**config.mk**
```make
export PLATFORM = sky130hd
export DESIGN_NAME = positional_list_engine_core
export DESIGN_NICKNAME = d
export VERILOG_FILES = /design/src/ple_pkg.sv /design/src/positional_list_engine_core.sv /design/src/ple_cell.sv
export SDC_FILE = /design/constraint.sdc
export NUM_CORES = 1
export LEC_CHECK = 0
export ABC_AREA = 1
export BUFFER_PORTS_ARGS = -buffer_cell sky130_fd_sc_hd__buf_4
export CORE_UTILIZATION = 35
export CTS_CLUSTER_SIZE = 40
export DETAILED_ROUTE_END_ITERATION = 12
export GPL_ROUTABILITY_DRIVEN = 0
export PLACE_DENSITY = 0.52
export SLEW_MARGIN = 30
export SYNTH_ARGS = -nofsm -noshare
export SYNTH_HDL_FRONTEND = slang
export SYNTH_SLANG_ARGS = --single-unit
```
**constraint.sdc**
```tcl
create_clock -name clk -period 8.1 [get_ports clk]
set_clock_uncertainty 0.2 [all_clocks]
set_input_delay 0.81 -clock clk [delete_from_list [all_inputs] [get_ports clk]]
set_output_delay 0.81 -clock clk [all_outputs]
set_load 0.05 [all_outputs]
```
**src/ple_pkg.sv**
```systemverilog
// Shared types and operation codes for the positional list engine.
`timescale 1ns / 1ps

package ple_pkg;

  localparam logic [2:0] OP_APPEND = 3'd0;
  localparam logic [2:0] OP_INSERT = 3'd1;
  localparam logic [2:0] OP_POP    = 3'd2;
  localparam logic [2:0] OP_REMOVE = 3'd3;
  localparam logic [2:0] OP_GET    = 3'd4;

  typedef struct packed {
    logic [2:0]  operation;
    logic [4:0]  position;
    logic [31:0] value;
  } ple_req_t;

  typedef struct packed {
    logic        ok;
    logic [31:0] read_value;
    logic [4:0]  count;
  } ple_rsp_t;

  // Broadcast to every cell of the row.
  typedef struct packed {
    logic ins;
    logic rem;
  } ple_ctrl_t;

endpackage

```
**src/positional_list_engine_core.sv**
```systemverilog
// Top level of the positional list engine: request decode, count and result register.
//
// Fixed-capacity ordered list of words held in a row of cells.
// request channel: operation (append, insert, pop, remove, get), position
// and value, taken when request_valid is high and request_stall is low.
// result channel: ok, read_value (nonzero only for a good get) and the
// count after the request, shown when result_valid is high and taken when
// result_stall is low.
// The result is registered and shows the cycle after the request is taken. A new
// request can be taken in every cycle while request_stall is low; insert and remove
// shift the cells from the position upward one place in that same cycle, so the
// rate is set by the cell row plus the get read mux.
// While a result is held by result_stall, request_stall is raised and the
// held result stays unchanged.
// Reset clears the count and the result valid; entry contents are not
// cleared and are only read after being written.
`timescale 1ns / 1ps

module positional_list_engine_core
  import ple_pkg::*;
#(
  parameter int CAPACITY     = 16,
  parameter int ELEMENT_BITS = 32
) (
  input  logic     clk,
  input  logic     rst,
  input  logic     request_valid,
  output logic     request_stall,
  input  ple_req_t request,
  output logic     result_valid,
  input  logic     result_stall,
  output ple_rsp_t result
);

  localparam int UW = $clog2(CAPACITY + 1);
  localparam int AW = $clog2(CAPACITY);
  localparam int CW = (UW > 5) ? UW : 5;
  localparam logic [UW-1:0] FULL = UW'(CAPACITY);

  logic [UW-1:0]           used;
  logic [UW-1:0]           used_next;
  logic [ELEMENT_BITS-1:0] row [CAPACITY];
  logic [ELEMENT_BITS-1:0] wr_val;
  logic [UW-1:0]           idx;
  logic [CW-1:0]           pos_x;
  logic [CW-1:0]           used_x;
  logic [AW-1:0]           rd_idx;
  logic                    full;
  logic                    empty;
  logic                    req_fire;
  ple_ctrl_t               ctrl;
  ple_rsp_t                rsp_next;

  assign request_stall = result_valid && result_stall;
  assign req_fire      = request_valid && !request_stall;

  assign full   = (used == FULL);
  assign empty  = (used == '0);
  assign pos_x  = CW'(request.position);
  assign used_x = CW'(used);
  assign rd_idx = AW'(request.position);
  assign wr_val = ELEMENT_BITS'(request.value);
  assign idx    = (request.operation == OP_APPEND) ? used : UW'(request.position);

  always_comb begin
    ctrl      = '0;
    used_next = used;
    rsp_next  = '0;
    unique case (request.operation)
      OP_APPEND: begin
        if (!full) begin
          ctrl.ins    = 1'b1;
          used_next   = used + 1'b1;
          rsp_next.ok = 1'b1;
        end
      end
      OP_INSERT: begin
        if (!full && pos_x <= used_x) begin
          ctrl.ins    = 1'b1;
          used_next   = used + 1'b1;
          rsp_next.ok = 1'b1;
        end
      end
      OP_POP: begin
        if (!empty) begin
          used_next   = used - 1'b1;
          rsp_next.ok = 1'b1;
        end
      end
      OP_REMOVE: begin
        if (pos_x < used_x) begin
          ctrl.rem    = 1'b1;
          used_next   = used - 1'b1;
          rsp_next.ok = 1'b1;
        end
      end
      OP_GET: begin
        if (pos_x < used_x) begin
          rsp_next.ok         = 1'b1;
          rsp_next.read_value = 32'(row[rd_idx]);
        end
      end
      default: begin
      end
    endcase
    if (!req_fire) begin
      ctrl = '0;
    end
    rsp_next.count = 5'(used_next);
  end

  for (genvar i = 0; i < CAPACITY; i++) begin : g_cell
    logic [ELEMENT_BITS-1:0] left;
    logic [ELEMENT_BITS-1:0] right;

    if (i == 0) begin : g_first
      assign left = '0;
    end else begin : g_mid_l
      assign left = row[i-1];
    end
    if (i == CAPACITY - 1) begin : g_last
      assign right = '0;
    end else begin : g_mid_r
      assign right = row[i+1];
    end

    ple_cell #(
      .IDX (i),
      .IW  (UW),
      .DW  (ELEMENT_BITS)
    ) u_cell (
      .clk   (clk),
      .ctrl  (ctrl),
      .idx   (idx),
      .val   (wr_val),
      .left  (left),
      .right (right),
      .q     (row[i])
    );
  end

  always_ff @(posedge clk) begin
    if (rst) begin
      used         <= '0;
      result_valid <= 1'b0;
    end else if (req_fire) begin
      used         <= used_next;
      result_valid <= 1'b1;
    end else if (!result_stall) begin
      result_valid <= 1'b0;
    end
  end

  always_ff @(posedge clk) begin
    if (req_fire) begin
      result <= rsp_next;
    end
  end

endmodule

```
**src/ple_cell.sv**
```systemverilog
// One list entry: loads the new word, takes its left or right neighbor, or holds.
`timescale 1ns / 1ps

module ple_cell
  import ple_pkg::*;
#(
  parameter int IDX = 0,
  parameter int IW  = 5,
  parameter int DW  = 32
) (
  input  logic          clk,
  input  ple_ctrl_t     ctrl,
  input  logic [IW-1:0] idx,
  input  logic [DW-1:0] val,
  input  logic [DW-1:0] left,
  input  logic [DW-1:0] right,
  output logic [DW-1:0] q
);

  localparam logic [IW-1:0] MY_IDX = IW'(IDX);

  logic at_idx;
  logic above_idx;

  assign at_idx    = (MY_IDX == idx);
  assign above_idx = (MY_IDX > idx);

  always_ff @(posedge clk) begin
    if (ctrl.ins) begin
      if (at_idx) begin
        q <= val;
      end else if (above_idx) begin
        q <= left;
      end
    end else if (ctrl.rem) begin
      if (at_idx || above_idx) begin
        q <= right;
      end
    end
  end

endmodule

```
==> results.yml, run 1 <==
global_route:
  antenna_found_initial: 6
  grt_overflow: 0
  grt_pass1_vias: 27100
  grt_max_degree: 277
  grt_pass1_wl_um: 173000
  grtUsageTotal: 0.241
timing:
  worst_pin_slew_ps: 971
  hold_ws_ps: 213
  period_needed_ps: 4290
  setup_viol: 0
  fin_tns_setup_ps: 0
  rsz0062_at_grt: "false"
  period_share: 0.530
  relSlewSlack: 0.352
  finalHoldViolCount: 0
  fmaxAchievable_ghz: 0.233
  drv_slew: 0
cts:
  cts_made_buffers: 69
  htreeDepth: 3
  ctsHoldBuffers: 0
  post_cts_resize_count: 0
  cts_tree: "built"
  post_cts_buffers: 0
  clock-sinks: 556
  clk_pin_slew_ps: 60
  worstSkewPairLatency_ps: 620
  root_buffer: "clkbuf_16"
  ctsLongestPathBuffers: 3
floorplanning:
  dieArea_sq_um: 94800
  die_w_um: 308
  coreArea_sq_um: 92200
  start_util: 0.355
  io-pin-count: 84
  row_count: 111
  die_h_um: 308
critical_path:
  r2r_cells: 15
  start_kind: "primary input"
  rrSetupSlack_ps: 3950
  crit_type: "primary input to register"
  r2r_start: "used[3]$_SDFFE_PP0P_"
  critPathLaunch: "request[34]"
  cp_max_fo: 65
  worstSetupEndpointType: "register"
  crit_arrival_ps: 4370
  crit_required_ps: 8180
  r2r_end: "g_cell[10].u_cell.q[3]$_DFFE_PP_"
power_and_ir_drop:
  p_leak_uw: 0.0138
  power_density_nw_per_um2: 191
  vdd_drop_max_v: 0.000153
yosys:
  synth_nets: 3961
  yosysTopAreaCellShare: 0.504
  async_flop_share: 0
  syn_area_sq_um: 32800
  yosysWarningCount: 0
  yosysUniqueCellTypes: 35
  ys_seq_elements: 556
  ys_seq_area_frac: 0.508
  synth_enable_flop_cells: 550
  syn_inst: 3909
  ys.flop_type: "edfxtp_1"
  synth_largest_area_cell: "edfxtp_1"
  syn_area_per_cell_sq_um: 8.38
  synth_area_leaders: "edfxtp_1, o21ai_0, o211ai_1"
drt:
  routed_wl_um: 116000
  drtPass1Iterations: 6
  drtIter0Drc: 2989
  drc: 0
  postRouteAntennaNets: 0
  vias: 28400
  viasPerCell: 5.63
  wl_per_cell_um: 22.9
run_status:
  status: "finished clean"
layout:
  drive_above_1_share: 0.0748
  final.fill_count: 9492
  area_growth_pct: 10.7
  layout.nets: 3813
placement:
  port_buffers: 83
  place.detailed.hpwl_um: 66800
worst_hold_path:
  min_delay_path_depth: 2
  holdPathEnd: "result_valid$_SDFFE_PP0P_"
  min-delay-start: "rst"
  hold_class: "primary input to register"
job:
  drv_cap: 0
[sequential cells by signal (all words and copies together) (netlist names)]
register and count:
result_valid 1, g_cell.u_cell.q 512, result 38, used 5
[worst max-delay path by stage]
stage / end / slack (ps) / depth (start not counted)
after global routing: g_cell[10].u_cell.q[3]$_DFFE_PP_ / 3670 / 15
after global placement: g_cell[2].u_cell.q[27]$_DFFE_PP_ / 3230 / 8
after floorplan: g_cell[6].u_cell.q[0]$_DFFE_PP_ / 1730 / 5
after CTS: g_cell[8].u_cell.q[2]$_DFFE_PP_ / 3830 / 15
final: g_cell[2].u_cell.q[24]$_DFFE_PP_ / 3810 / 8
after detailed placement: g_cell[2].u_cell.q[24]$_DFFE_PP_ / 3220 / 8
[kinds of logic (layout without fill, tap and decap cells)]
family | Yosys count | in the layout | synth area share
adder cells (fa/ha/maj) | 8 | 8 | 0.00306
flip-flops | 556 | 556 | 0.508
other | 0 | 1 | 0
AND/OR/NAND/NOR | 981 | 981 | 0.123
AO/OA/AOI/OAI | 1557 | 1557 | 0.268
XOR/XNOR | 3 | 3 | 0.000802
buffers and inverters | 804 | 705 | 0.0979
[through the flow]
step | cell area [sq um] | utilization | total power [uW] | setup WS (ps) | instances
6_report | 36300 | 0.393 | 6950 | 3810 | 5054
4_1_cts | 36100 | 0.392 | 6990 | 3830 | 5047
2_1_floorplan | 32800 | - | 3790 | 1730 | 3909
3_3_place_gp | 34100 | 0.370 | 4050 | 3230 | 4927
5_1_grt | 36300 | 0.393 | 7170 | 3670 | 5053
3_5_place_dp | 34100 | 0.370 | 4060 | 3220 | 4927
[critical path, stage by stage]
cell,delay (ps)
buf_4,300
buf_4,340
nand2_2,100
o21ai_2,100
nor2_2,400
nand3_4,820
a21oi_4,990
buf_4,440
[layer usage]
layer | track usage | wire, um | vias to the layer above
met5 | 0 | 46 | -
met4 | 0.0778 | 3290 | 8
met3 | 0.0315 | 7320 | 187
met2 | 0.390 | 53400 | 1001
met1 | 0.333 | 51400 | 13800
li1 | - | - | 13500
[where the power goes]
part / switching [uW] / leakage [uW] / internal (uW)
clock network: 1290 / 0.00100 / 1650
logic: 572 / 0.00775 / 191
registers: 23.7 / 0.00508 / 3220
[synth_stat cells, types with 8 or more instances]
cell type and number:
a211oi_1 32, buf_4 14, nand2_1 664, inv_1 440, inv_2 9, clkbuf_1 215
a21oi_1 302, ha_1 8, buf_1 26, o21ai_0 757, nor2_1 129, edfxtp_1 550
nand3_1 155, o21ai_1 110, buf_2 95, o211ai_1 349
[layout make-up]
cell class / count / area (sq um) / share of cell area
Multi-Input combinational cell: 2549 / 13200 / 0.363
Clock inverter: 34 / 230 / 0.00634
Antenna cell: 1 / 2.50 / 0.0000690
Sequential cell: 556 / 16600 / 0.458
Inverter: 452 / 1720 / 0.0474
Clock buffer: 86 / 1810 / 0.0499
Tap cell: 1243 / 1560 / 0.0429
Timing Repair Buffer: 133 / 1160 / 0.0321
[layout by cell type, fill, tap and decap left out, drive strengths merged, types with 6 or more instances in the layout]
cell / instances
o21ai: 872
nand2: 671
edfxtp: 550
inv: 454
o211ai: 349
a21oi: 302
nand3: 158
nor2: 140
buf: 133
clkbuf: 86
a211oi: 32
clkinv: 30
ha: 8
dfxtp: 6
Note: power is estimated with default switching activity, not from simulation.
==> run 2: changes to the inputs <==
--- a/config.mk
+++ b/config.mk
@@ -11,7 +11,7 @@
 export CTS_CLUSTER_SIZE = 40
 export DETAILED_ROUTE_END_ITERATION = 12
 export GPL_ROUTABILITY_DRIVEN = 0
-export PLACE_DENSITY = 0.52
+export PLACE_DENSITY = 0.54
 export SLEW_MARGIN = 30
 export SYNTH_ARGS = -nofsm -noshare
 export SYNTH_HDL_FRONTEND = slang
==> constraint.sdc (replaced) <==
create_clock -name clk -period 3.7 [get_ports clk]
set_clock_uncertainty 0.2 [all_clocks]
set_input_delay 0.37 -clock clk [delete_from_list [all_inputs] [get_ports clk]]
set_output_delay 0.37 -clock clk [all_outputs]
set_load 0.05 [all_outputs]
==> run 2 against run 1 <==
- wire length up 0.41%
- sequential cell count unchanged
- sequential power grew 120%
- critical endpoint is now g_cell[8].u_cell.q[30]$_DFFE_PP_
==> results.yml, run 2 (synthesis results as in run 1) <==
critical_path:
  crit_required_ps: 3780
  cpMaxStageDelayCell: "dfxtp_1"
  path_buf_inv: 4
  cp_num_cells: 15
  cpPeakStageDelay_ps: 450
  r2r_cells: 15
  path_cells: "inv_2 -> ha_1 -> nand2_1 -> nor2_1 -> nand2_1 -> nand3_1 -> nand2_1 -> nand3_1 -> nand2_1 -> inv_2 -> nand2_1 -> nand2_1 -> buf_4 -> a21oi_4 -> buf_4"
  cp_top_family: "simple AND/OR/NAND/NOR gates"
  crit_path_frequent_cell: "nand2_1"
  crit_arrival_ps: 3350
  crit_type: "register to register"
  worstSetupEndpointType: "register"
  start_kind: "register"
  cp_max_fo: 14
floorplanning:
  start_util: 0.355
  row_count: 111
  dieArea_sq_um: 94800
  io-pin-count: 84
  die_h_um: 308
  die_w_um: 308
  coreArea_sq_um: 92200
global_route:
  grt_overflow: 0
  grt_pass1_wl_um: 174000
  antenna_found_initial: 6
  grt_max_degree: 229
  grt_pass1_vias: 27100
  grtUsageTotal: 0.242
cts:
  clock-sinks: 556
  clk_pin_slew_ps: 60
  worstSkewPairLatency_ps: 630
  post_cts_buffers: 0
  cts_tree: "built"
  htreeDepth: 3
  root_buffer: "clkbuf_16"
  cts_made_buffers: 70
  post_cts_resize_count: 0
  ctsLongestPathBuffers: 3
layout:
  drive_above_1_share: 0.0916
  top_regs: "g_cell.u_cell.q x512, result x38, used x5"
  largest_reg_flops: 512
  final_cell_mix: "o21ai_0, nand2_1, edfxtp_1"
  top_register: "g_cell.u_cell.q"
  final_common_cell: "o21ai_0"
  area_growth_pct: 15.0
  final.fill_count: 9330
  layout.nets: 3924
timing:
  finalHoldViolCount: 0
  period_needed_ps: 3280
  fmaxAchievable_ghz: 0.305
  setup_viol: 0
  relSlewSlack: 0.412
  rsz0062_at_grt: "false"
  period_share: 0.885
  worst_pin_slew_ps: 882
  hold_ws_ps: 37.6
  drv_slew: 0
drt:
  vias: 29000
  wl_per_cell_um: 22.5
  viasPerCell: 5.62
  drtIter0Drc: 3000
  drc: 0
  routed_wl_um: 116000
  postRouteAntennaNets: 0
  drtPass1Iterations: 5
run_status:
  status: "finished clean"
worst_hold_path:
  min_delay_path_depth: 3
  hold_class: "primary input to register"
power_and_ir_drop:
  power_density_nw_per_um2: 410
  p_total_uw: 15400
  vdd_drop_max_v: 0.000315
  p_leak_uw: 0.0145
job:
  drv_cap: 0
placement:
  port_buffers: 83
  place.detailed.hpwl_um: 70000
==> run 2: cell count changes in the layout (fill, tap and decap cells not counted), sizes merged <==
cell,delta
clkinv,+1
buf,+78
dlygate4sd3,+32
bufinv,+1
inv,-1
diode,+1
==> run 2: power breakdown <==
part	internal [uW]	switching (uW)	total [uW]	leakage [uW]
sequential	7050	47.5	7090	0.00508
clock	3720	2830	6550	0.00102
combinational	511	1290	1800	0.00840
==> run 2: worst reg2reg max path, delay by kind of cell, from the launching register on <==
kind / cells / cell delay (ps)
simple gates: 9 / 940
buf+inv: 4 / 810
flops: 1 / 450
fa+ha+maj: 1 / 300
compound gates: 1 / 210
==> run 2: per-layer routing <==
layer,track usage,routed length [um]
met5,0,39
met4,0.0700,3020
met3,0.0270,7690
met2,0.388,53000
met1,0.344,52300
==> run 2: what timing repair did <==
item / 4_1_cts / 5_1_grt
setup endpoints to repair: 0 / 0
endpoints found under the hold margin: 119 / 0
hold buffers: 32 / 0
==> run 2: final cells by class <==
class	count	area, sq um	share of cell area
Timing Repair Buffer	243	2510	0.0665
Multi-Input combinational cell	2549	13200	0.350
Antenna cell	2	5.00	0.000133
Sequential cell	556	16600	0.441
Inverter	452	1720	0.0456
Clock buffer	86	1830	0.0486
Tap cell	1243	1560	0.0413
Clock inverter	35	256	0.00681
==> run 2: path summary, 6_finish.rpt <==
path	endpoint	start	slack [ps]
worst max-delay path	g_cell[8].u_cell.q[30]$_DFFE_PP_	used[2]$_SDFFE_PP0P_	420
worst max register to register	g_cell[8].u_cell.q[30]$_DFFE_PP_	used[2]$_SDFFE_PP0P_	420
worst min-delay path	g_cell[0].u_cell.q[10]$_DFFE_PP_	request[10]	40
worst min register to register	g_cell[14].u_cell.q[6]$_DFFE_PP_	g_cell[15].u_cell.q[6]$_SDFFCE_PP0P_	350
==> run 2: metrics by stage <==
stage	cells	utilization	instance area, sq um	setup WS [ps]	setup TNS, ps
2_1_floorplan	3909	-	32900	-263	-57990
3_3_place_gp	5009	0.382	35200	450	0
3_5_place_dp	5010	0.382	35200	470	0
4_1_cts	5163	0.408	37700	461	0
5_1_grt	5164	0.409	37700	152	0
6_report	5166	0.409	37700	425	0
